## src/sv/sort_then_sorted_insert_top_assert.svh

```systemverilog
// Assertion macros used by the top RTL file of the sorted insertion block.
`ifndef SORT_THEN_SORTED_INSERT_TOP_ASSERT_SVH
`define SORT_THEN_SORTED_INSERT_TOP_ASSERT_SVH

`ifndef SYNTH

// The consequent must hold in the same cycle as the antecedent.
`define STSI_ASSERT_SAME(label, clk, rst_n, ante, cons) \
    label: assert property (@(posedge clk) disable iff (!rst_n) (ante) |-> (cons)) \
        else $error("sorted insertion check failed");

// The consequent must hold in the cycle after the antecedent.
`define STSI_ASSERT_NEXT(label, clk, rst_n, ante, cons) \
    label: assert property (@(posedge clk) disable iff (!rst_n) (ante) |=> (cons)) \
        else $error("sorted insertion check failed");

`else

`define STSI_ASSERT_SAME(label, clk, rst_n, ante, cons)
`define STSI_ASSERT_NEXT(label, clk, rst_n, ante, cons)

`endif

`endif

```

## src/sv/stsi_pkg.sv

```systemverilog
package stsi_pkg;

    // Store geometry.
    localparam int CAPACITY = 32;
    localparam int DATA_W   = 32;
    localparam int POS_W    = 6;
    localparam int IDX_W    = $clog2(CAPACITY);
    localparam int CNT_W    = $clog2(CAPACITY + 1);

    // Request commands.
    localparam logic CMD_LOAD   = 1'b0;
    localparam logic CMD_INSERT = 1'b1;

    typedef struct packed {
        logic                     command;
        logic signed [DATA_W-1:0] value;
    } req_t;

    typedef struct packed {
        logic signed [DATA_W-1:0] sorted_value;
        logic [POS_W-1:0]         position;
        logic                     last;
    } rsp_t;

    typedef enum logic [2:0] {
        ST_IDLE = 3'b001,
        ST_SCAN = 3'b010,
        ST_SWAP = 3'b100
    } state_t;

endpackage

```

## src/sv/sort_then_sorted_insert_top.sv

```systemverilog
// Sorted insertion block. A load request returns no result. An insert request
// over n loaded values makes n+1 selection passes, each reading the unsorted tail
// through the single RAM read port and then swapping and emitting its minimum.
// Results cannot be stalled. Reset clears the count and the control state; the
// RAM contents stay undefined and are never read before being written.
`include "sort_then_sorted_insert_top_assert.svh"

module sort_then_sorted_insert_top
    import stsi_pkg::*;
(
    input  logic clk,
    input  logic rst_n,
    input  logic start,
    output logic busy,
    input  req_t req,
    output logic rsp_valid,
    output rsp_t rsp
);

    state_t                   state_reg, state_next;
    logic [CNT_W-1:0]         count_reg, count_next;
    logic [CNT_W-1:0]         n_reg, n_next;
    logic [CNT_W-1:0]         pass_reg, pass_next;
    logic [CNT_W-1:0]         rd_idx_reg, rd_idx_next;
    logic                     dvalid_reg, dvalid_next;
    logic                     rsp_valid_reg, rsp_valid_next;

    logic [CNT_W-1:0]         didx_reg, didx_next;
    logic [CNT_W-1:0]         lo_reg, lo_next;
    logic signed [DATA_W-1:0] min_reg, min_next;
    logic signed [DATA_W-1:0] first_reg, first_next;
    rsp_t                     rsp_reg, rsp_next;

    logic                     accept;
    logic                     issue;
    logic                     we;
    logic [IDX_W-1:0]         waddr;
    logic [DATA_W-1:0]        wdata;
    logic signed [DATA_W-1:0] rdata;

    // Element store.
    stsi_ram #(
        .DEPTH (CAPACITY),
        .WIDTH (DATA_W)
    ) u_ram (
        .clk   (clk),
        .we    (we),
        .waddr (waddr),
        .wdata (wdata),
        .raddr (rd_idx_reg[IDX_W-1:0]),
        .rdata (rdata)
    );

    assign accept = start && (state_reg == ST_IDLE);
    assign issue  = (state_reg == ST_SCAN) && (rd_idx_reg <= n_reg);

    // Write port: loads (unless the store is full) and the inserted value are appended, a swap writes back.
    always_comb
    begin
        we    = 1'b0;
        waddr = count_reg[IDX_W-1:0];
        wdata = req.value;
        if (accept)
        begin
            if (req.command == CMD_INSERT)
            begin
                we = 1'b1;
            end
            else
            begin
                we = (count_reg < CNT_W'(CAPACITY - 1));
            end
        end
        else if (state_reg == ST_SWAP)
        begin
            we    = 1'b1;
            waddr = lo_reg[IDX_W-1:0];
            wdata = first_reg;
        end
    end

    // Sequencer: count loads; on an insert, scan the tail for its minimum, then swap and emit it.
    always_comb
    begin
        state_next     = state_reg;
        count_next     = count_reg;
        n_next         = n_reg;
        pass_next      = pass_reg;
        rd_idx_next    = rd_idx_reg;
        dvalid_next    = issue;
        rsp_valid_next = 1'b0;
        didx_next      = rd_idx_reg;
        lo_next        = lo_reg;
        min_next       = min_reg;
        first_next     = first_reg;
        rsp_next       = rsp_reg;

        case (state_reg)
            ST_IDLE:
            begin
                if (accept)
                begin
                    if (req.command == CMD_INSERT)
                    begin
                        n_next      = count_reg;
                        pass_next   = '0;
                        rd_idx_next = '0;
                        state_next  = ST_SCAN;
                    end
                    else if (count_reg < CNT_W'(CAPACITY - 1))
                    begin
                        count_next = count_reg + 1'b1;
                    end
                end
            end

            ST_SCAN:
            begin
                if (issue)
                begin
                    rd_idx_next = rd_idx_reg + 1'b1;
                end
                if (dvalid_reg)
                begin
                    if (didx_reg == pass_reg)
                    begin
                        first_next = rdata;
                        min_next   = rdata;
                        lo_next    = pass_reg;
                    end
                    else if (rdata < min_reg)
                    begin
                        min_next = rdata;
                        lo_next  = didx_reg;
                    end
                    if (didx_reg == n_reg)
                    begin
                        state_next = ST_SWAP;
                    end
                end
            end

            ST_SWAP:
            begin
                rsp_valid_next        = 1'b1;
                rsp_next.sorted_value = min_reg;
                rsp_next.position     = POS_W'(pass_reg);
                rsp_next.last         = (pass_reg == n_reg);
                if (pass_reg == n_reg)
                begin
                    count_next = '0;
                    state_next = ST_IDLE;
                end
                else
                begin
                    pass_next   = pass_reg + 1'b1;
                    rd_idx_next = pass_reg + 1'b1;
                    state_next  = ST_SCAN;
                end
            end

            default:
            begin
                state_next = ST_IDLE;
            end
        endcase
    end

    // Control registers.
    always_ff @(posedge clk or negedge rst_n)
    begin
        if (!rst_n)
        begin
            state_reg     <= ST_IDLE;
            count_reg     <= '0;
            n_reg         <= '0;
            pass_reg      <= '0;
            rd_idx_reg    <= '0;
            dvalid_reg    <= 1'b0;
            rsp_valid_reg <= 1'b0;
        end
        else
        begin
            state_reg     <= state_next;
            count_reg     <= count_next;
            n_reg         <= n_next;
            pass_reg      <= pass_next;
            rd_idx_reg    <= rd_idx_next;
            dvalid_reg    <= dvalid_next;
            rsp_valid_reg <= rsp_valid_next;
        end
    end

    // Payload registers.
    always_ff @(posedge clk)
    begin
        didx_reg  <= didx_next;
        lo_reg    <= lo_next;
        min_reg   <= min_next;
        first_reg <= first_next;
        rsp_reg   <= rsp_next;
    end

    assign busy      = (state_reg != ST_IDLE);
    assign rsp_valid = rsp_valid_reg;
    assign rsp       = rsp_reg;

    // An accepted insert starts the sort right away.
    `STSI_ASSERT_NEXT(a_insert_busy, clk, rst_n, accept && (req.command == CMD_INSERT), busy)
    // More results follow any result that is not the last.
    `STSI_ASSERT_NEXT(a_more_follow, clk, rst_n, rsp_valid && !rsp.last, busy)
    // The last result coincides with the return to idle.
    `STSI_ASSERT_SAME(a_last_idle, clk, rst_n, rsp_valid && rsp.last, !busy && (count_reg == '0))
    // A pass never runs beyond the last list index.
    `STSI_ASSERT_SAME(a_pass_range, clk, rst_n, state_reg != ST_IDLE, pass_reg <= n_reg)

endmodule

```

## src/sv/stsi_ram.sv

```systemverilog
// Simple dual-port RAM: one write port, one read port with registered data.
module stsi_ram #(
    parameter int DEPTH = 32,
    parameter int WIDTH = 32,
    parameter int AW    = $clog2(DEPTH)
) (
    input  logic             clk,
    input  logic             we,
    input  logic [AW-1:0]    waddr,
    input  logic [WIDTH-1:0] wdata,
    input  logic [AW-1:0]    raddr,
    output logic [WIDTH-1:0] rdata
);

    logic [WIDTH-1:0] mem [DEPTH];
    logic [WIDTH-1:0] rdata_reg;

    // Write port.
    always_ff @(posedge clk)
    begin
        if (we)
        begin
            mem[waddr] <= wdata;
        end
    end

    // Read port, with registered data.
    always_ff @(posedge clk)
    begin
        rdata_reg <= mem[raddr];
    end

    assign rdata = rdata_reg;

endmodule

```

## config.mk

```make
export PLATFORM = sky130hd
export DESIGN_NAME = sort_then_sorted_insert_top
export DESIGN_NICKNAME = d
export VERILOG_FILES = /design/src/sv/stsi_pkg.sv /design/src/sv/sort_then_sorted_insert_top.sv /design/src/sv/stsi_ram.sv
export VERILOG_INCLUDE_DIRS = /design/src /design/src/sv
export SDC_FILE = /design/constraint.sdc
export NUM_CORES = 1
export LEC_CHECK = 0
export BUFFER_PORTS_ARGS = -buffer_cell sky130_fd_sc_hd__buf_2
export CORE_MARGIN = 2
export CORE_UTILIZATION = 64
export CTS_BUF_LIST = sky130_fd_sc_hd__clkbuf_4 sky130_fd_sc_hd__clkbuf_8
export DETAILED_ROUTE_END_ITERATION = 6
export PLACE_DENSITY = 0.83
export REMOVE_ABC_BUFFERS = 1
export SYNTH_ARGS = -nofsm -noshare
export SYNTH_HDL_FRONTEND = slang
export SYNTH_SLANG_ARGS = --single-unit
```

## constraint.sdc

```tcl
create_clock -name clk -period 6.64 [get_ports clk]
set_input_delay 1.328 -clock clk [delete_from_list [all_inputs] [get_ports clk]]
set_output_delay 1.328 -clock clk [all_outputs]
set_load 0.005 [all_outputs]
```

# == Word-level counts from Yosys, hierarchy flattened ==
# Memories as Yosys holds them, arrays and structs flattened. A register that Yosys moved wholly into a read port is not among the register bits.
# Index checks and enable logic that the tools add are counted.
# totals
register_bits,143
latch_bits,0
mem_bits_rw,1024
romBits,0
in_bits,36
output_inout_bits,41
elab_cells,79
n_memories,1
# op_classes
addsub,3
n_mul,0
div,0
magnitude_cmp,3
eq_ne,16
n_shift,0
mux,30
n_bitwise,0
n_reduce_logical,12
# mem_list
name,depth,word_bits,rd,rd_ports_with_merged_regs,write_ports,line,text
u_ram.mem,32,32,1,1,1,stsi_ram.sv:15,logic [WIDTH-1:0] mem [DEPTH];
# ops
op,count
2-to-1 mux 32 bit,4
2-to-1 mux 6 bit,8
less-than comparator 32 bit,1
case mux 6 bit (2 select lines),2
2-to-1 mux 5 bit,4
"adder 6 x 1 -> 6 bit, second input constant",3
== test 6 bit,3
case mux 6 bit (3 select lines),1
2-to-1 mux 3 bit,4
"inequality test 2 bit, second input constant",6
AND reduction 5 bit,2
case mux 3 bit (3 select lines),1
AND reduction 3 bit,3
AND reduction 4 bit,2
<= comparator 6 bit,1
"less-than comparator 6 x 5 -> 1 bit, second input constant",1
"inequality test 2 x 1 -> 1 bit, second input constant",3
2-to-1 mux 1 bit,5
nonzero test 2 bit,2
"== test 3 x 1 -> 1 bit, second input constant",1
"== test 3 x 2 -> 1 bit, second input constant",1
"== test 3 bit, second input constant",1
"inequality test 3 x 1 -> 1 bit, second input constant",1
nonzero test 3 bit,1
other kinds (2),3

# == Logic depth before layout (Yosys ltp) ==
# depth
depth_word,5
mapped_depth,11
depth_no_buf,8

# == Cells and area by module ==
# From an unflattened synthesis, not the netlist that was laid out.
# unflattened
cells_unflattened,2806
area_unflattened_um2,46947.5
# by_module_without_submodules
mod,n_inst,cells_each,area_each_um2,seq_area_each_um2
stsi_ram,1,2260,40485.1,31390.1
sort_then_sorted_insert_top,1,546,6462.4,4090.2

# == Worst setup path after synthesis ==
# No wires, ideal clock.
# synth_path
path_kind,register to register
startpoint,reg min_reg[23]
endpoint,"reg lo_reg[0], enable pin"
setup_time_ns,0.524
arrival_ns,5.199
t_required_ns,6.116
slack_ns,0.918
path_stages_with_launch,9
path_buffers,0
period_less_slack_ns,5.722
cell_sequence,edfxtp_1 > inv_1 > ha_1 > and3_1 > a221o_1 > a221oi_1 > o211ai_1 > nor2b_1 > nor4_1
# synth_via
elab_chain_cells,3
# synth_rtl
item,line,text
"start, declared",sort_then_sorted_insert_top.sv:30,"logic signed [DATA_W-1:0] min_reg, min_next;"
"start signal, assigned",sort_then_sorted_insert_top.sv:199,min_reg <= min_next;
less-than comparator 32 bit,sort_then_sorted_insert_top.sv:131,else if (rdata < min_reg)
nonzero test 2 bit (no source line),n/a,
AND reduction 3 bit (no source line),n/a,
"end signal, assigned",sort_then_sorted_insert_top.sv:198,lo_reg <= lo_next;
"end, declared",sort_then_sorted_insert_top.sv:29,"logic [CNT_W-1:0] lo_reg, lo_next;"
# Every way passes these cells.
# A chain may end at the register's enable or synchronous reset.

# == Final worst setup path ==
# layout_path
startpoint,reg state_reg[1]
endpoint,"mem u_ram.mem[13][12], enable pin"
# layout_via
elab_chain_cells,5
elab_cells_between_ends,9
classes_between,2 x eq/ne; 6 x mux; 1 x reduce/logical
# layout_rtl
item,line,text
"start, declared",sort_then_sorted_insert_top.sv:20,"state_t state_reg, state_next;"
"start signal, assigned",sort_then_sorted_insert_top.sv:184,state_reg <= state_next;
== test 3 bit / == test 3 x 1 -> 1 bit (equally long branches),"sort_then_sorted_insert_top.sv:74, sort_then_sorted_insert_top.sv:54",
2-to-1 mux 1 bit / logical AND 1 bit (equally long branches),"sort_then_sorted_insert_top.sv:74, sort_then_sorted_insert_top.sv:54",
2-to-1 mux 1 bit,sort_then_sorted_insert_top.sv:63,if (accept)
2-to-1 mux 1 bit,stsi_ram.sv:21,if (we)
2-to-1 mux 1 bit (implied by the code),stsi_ram.sv:23,mem[waddr] <= wdata;
"end, declared",stsi_ram.sv:15,
# Several ways; a longest one is shown, not always the timed one.

==> flow_metrics.env <==
export IMPL_outcome="completed"
export IMPL_hpwl_um=60100
export IMPL_via_per_inst=6.70
export IMPL_initial_core_util_pct=64.4
export IMPL_synth_compound_area_share_pct=0.957
export IMPL_slew_viol_final=0
export IMPL_synth_top_family_by_area="multiplexers"
export IMPL_placed_cells=3024
export IMPL_grt_total_usage_pct=29.4
export IMPL_slew_headroom_pct=9.74
export IMPL_ys_seq_area_share_pct=77.3
export IMPL_drc=0
export IMPL_ctsResizeCount=0
export IMPL_ctsHoldBuffers=0
export IMPL_finalNonFillerCells=3351
export IMPL_grt_ovfl_total=0
export IMPL_post_place_ws_ns=2.25
export IMPL_cp_start_kind="flop"
export IMPL_worstSetupPathType="reg -> reg"
export IMPL_power_leakage_uw=0.0163
export IMPL_cts_buffers_inserted=179
export IMPL_syn_instance_count=2070
export IMPL_yosys_cell_types_count=53
export IMPL_port_buffers=76
export IMPL_cts_tree="yes"
export IMPL_path_clk_slew_ns=0.06
export IMPL_gr_usage_met3_pct=6.55
export IMPL_drt_iter0_drc=3006
export IMPL_p_total_uw=15700
export IMPL_ys_flop_type="edfxtp_1"
export IMPL_drtPass1Iterations=7
export IMPL_clock_fmax_mhz=222
export IMPL_h_tree_depth=4
export IMPL_cp_max_fo=45
export IMPL_async_reset_ff_share_pct=2.42
export IMPL_die_area_um2=73900
export IMPL_min_period_ns=4.50
export IMPL_fillers=3745
export IMPL_grt_pass1_vias=23400
export IMPL_holdWs_ns=0.447
export IMPL_grt_use_met2_pct=47.5
export IMPL_placed_area_um2=47600
export IMPL_synth_edff_count=1132
export IMPL_die_h_um=272
export IMPL_synth_top_area_share_pct=74.1
export IMPL_clk_latency_ns=0.85
export IMPL_ioPinCount=77
export IMPL_worstMarginPinSlew_ns=1.35
export IMPL_clockRootBuffer="clkbuf_8"
export IMPL_setup_viol_count_final=0
export IMPL_power_density_nw_per_um2=307
export IMPL_syn_area_um2=45900
export IMPL_cp_required_ns=7.06
export IMPL_cts_buffer_depth=3
export IMPL_rows=98
export IMPL_largest_register_ffs=1024
export IMPL_antenna_found_initial=4
export IMPL_synth_simple_area_share_pct=2.21
export IMPL_hp_class="reg -> reg"
export IMPL_post_cts_buffers=0
export IMPL_ys_seq_elements=1199
export IMPL_cts_sinks=1199
export IMPL_grt_max_degree=139
export IMPL_setup_ws_ns=2.14
export IMPL_clock_skew_ns=0.0409
export IMPL_vias=22400
export IMPL_postRouteWirelength_um=105000
export IMPL_met1_usage_pct=39.4
export IMPL_coreArea_um2=71200
export IMPL_place_congestion=0.827
export IMPL_num_nets_final=2331
export IMPL_maxCapViolations=0
export IMPL_grt_pass1_wl_um=154000
export IMPL_synthTopCellsByArea="edfxtp_1 74%, mux4_2 16%, dfxtp_1 1.7%"
export IMPL_multi_input_area_um2=10100
export IMPL_synthAdderAreaFrac_pct=1.09
export IMPL_peakVddDrop_mv=0.239
export IMPL_syn_area_per_cell_um2=22.2
export IMPL_critPathArrivalTime_ns=4.92
export IMPL_top_usage_layer="met2"
export IMPL_detail_route_antenna_nets=0
export IMPL_final_cell_area_um2=51200
export IMPL_drive_gt1_share_pct=33.4
export IMPL_wl_per_cell_um=31.5
export IMPL_rsz0062_at_grt="false"
export IMPL_seqCellArea_um2=35500
export IMPL_hold_viol=0
export IMPL_synth_xor_area_share_pct=0.458
export IMPL_fin_crit_sh_pct=67.8
export IMPL_area_growth_pct=11.7
export IMPL_yosys_warnings=0
export IMPL_synth_largest_area_cell="edfxtp_1"
export IMPL_dieWidth_um=272
export IMPL_cp_end_kind="flop"
export IMPL_yosys_mux_area_fraction_pct=16.7
==> cells in the mapped netlist (2+ instances only) <==
cell,number
nor2b_1,3
nor3b_1,2
nor3_1,6
a32o_1,2
ha_1,40
o211ai_1,5
mux2i_1,4
buf_1,9
nand2b_1,3
dfrtp_1,28
buf_2,24
inv_1,41
nor4_1,3
a31oi_1,4
edfxtp_1,1132
xnor2_1,15
nand3_1,10
a21o_1,4
clkbuf_1,63
mux4_2,320
dfxtp_1,38
mux2_1,5
buf_6,3
xor2_1,9
nand4_1,9
o21ai_0,11
or2_1,3
and3_1,5
nor2_1,60
a211oi_1,3
mux2_2,33
o2bb2ai_1,4
o21ai_1,4
nand2_1,132
a32oi_1,2
a21oi_1,13
a41oi_1,2
==> per-layer routing <==
metal | vias to the layer above | part of all wire [%]
met5 | - | 0.012
met3 | 232 | 10
li1 | 8985 | -
met2 | 1536 | 50
met1 | 11700 | 35
met4 | 2 | 4.1
==> cell type report <==
type | instances | share of cell area, %
sequential | 1199 | 69.3
multi-input combinational | 730 | 19.7
clock buffer | 262 | 6.24
tap | 950 | 2.32
timing repair buffer | 103 | 1.24
clock inverter | 64 | 0.903
inverter | 42 | 0.313
antenna | 1 | 0.00488
==> stage by stage <==
step                      util (%)  TNS (ns)
after CTS                     71.9         0
after global placement        66.8         0
after floorplan                  -   -182.55
after detailed placement      66.8         0
after global routing          71.9         0
final                         71.9         0
==> report_power, final <==
part           leakage [uW]  switching (uW)  internal (uW)
logic               0.00339             613            283
registers            0.0109             159           8600
clock network       0.00196            2790           3270
==> worst paths after layout <==
path,from,to,slack [ns],depth (start not counted)
worst max-delay path,state_reg[1],u_ram.mem[13][12],2.14,8
worst min-delay path,min_reg[11],rsp[18],0.45,0
worst max register to register,state_reg[1],u_ram.mem[13][12],2.14,8
worst min register to register,min_reg[11],rsp[18],0.45,0
max in group asynchronous,rst_n,didx_next[0],5.59,1
min in group asynchronous,rst_n,n_reg[2],0.52,1
==> cell usage in the layout (no fill, tap or decap), types with 23 or more instances in the layout <==
cell,Yosys,final
nor2_1,60,27
clkbuf_8,0,197
clkbuf_4,0,65
dfrtp_1,28,23
buf_4,0,23
mux4_2,320,320
dfxtp_1,38,38
edfxtp_1,1132,1132
mux2_2,33,33
nor2_4,0,33
buf_2,24,76
inv_1,41,41
clkinv_1,0,26
nand2_1,132,132
ha_1,40,40
==> kinds of logic after synthesis <==
| group | after synthesis |
|---|---|
| DFF | 1199 |
| AOI/OAI and AO/OA | 64 |
| adders and majority gates | 40 |
| muxes | 362 |
| xor gates and xnor gates | 24 |
| and+or+nand+nor | 240 |
| buffers and inverters | 141 |
==> critical path, cell delays in order, from the launching register on <==
cell and delay, ns:
dfrtp_1 0.40, nand2b_1 0.20, or2_2 0.30, buf_4 0.38, inv_4 0.63, mux2i_1 0.52, nor2b_1 0.26, nand2_1 0.28
nor2_4 1.06
Power figures use the tool's default switching activity.
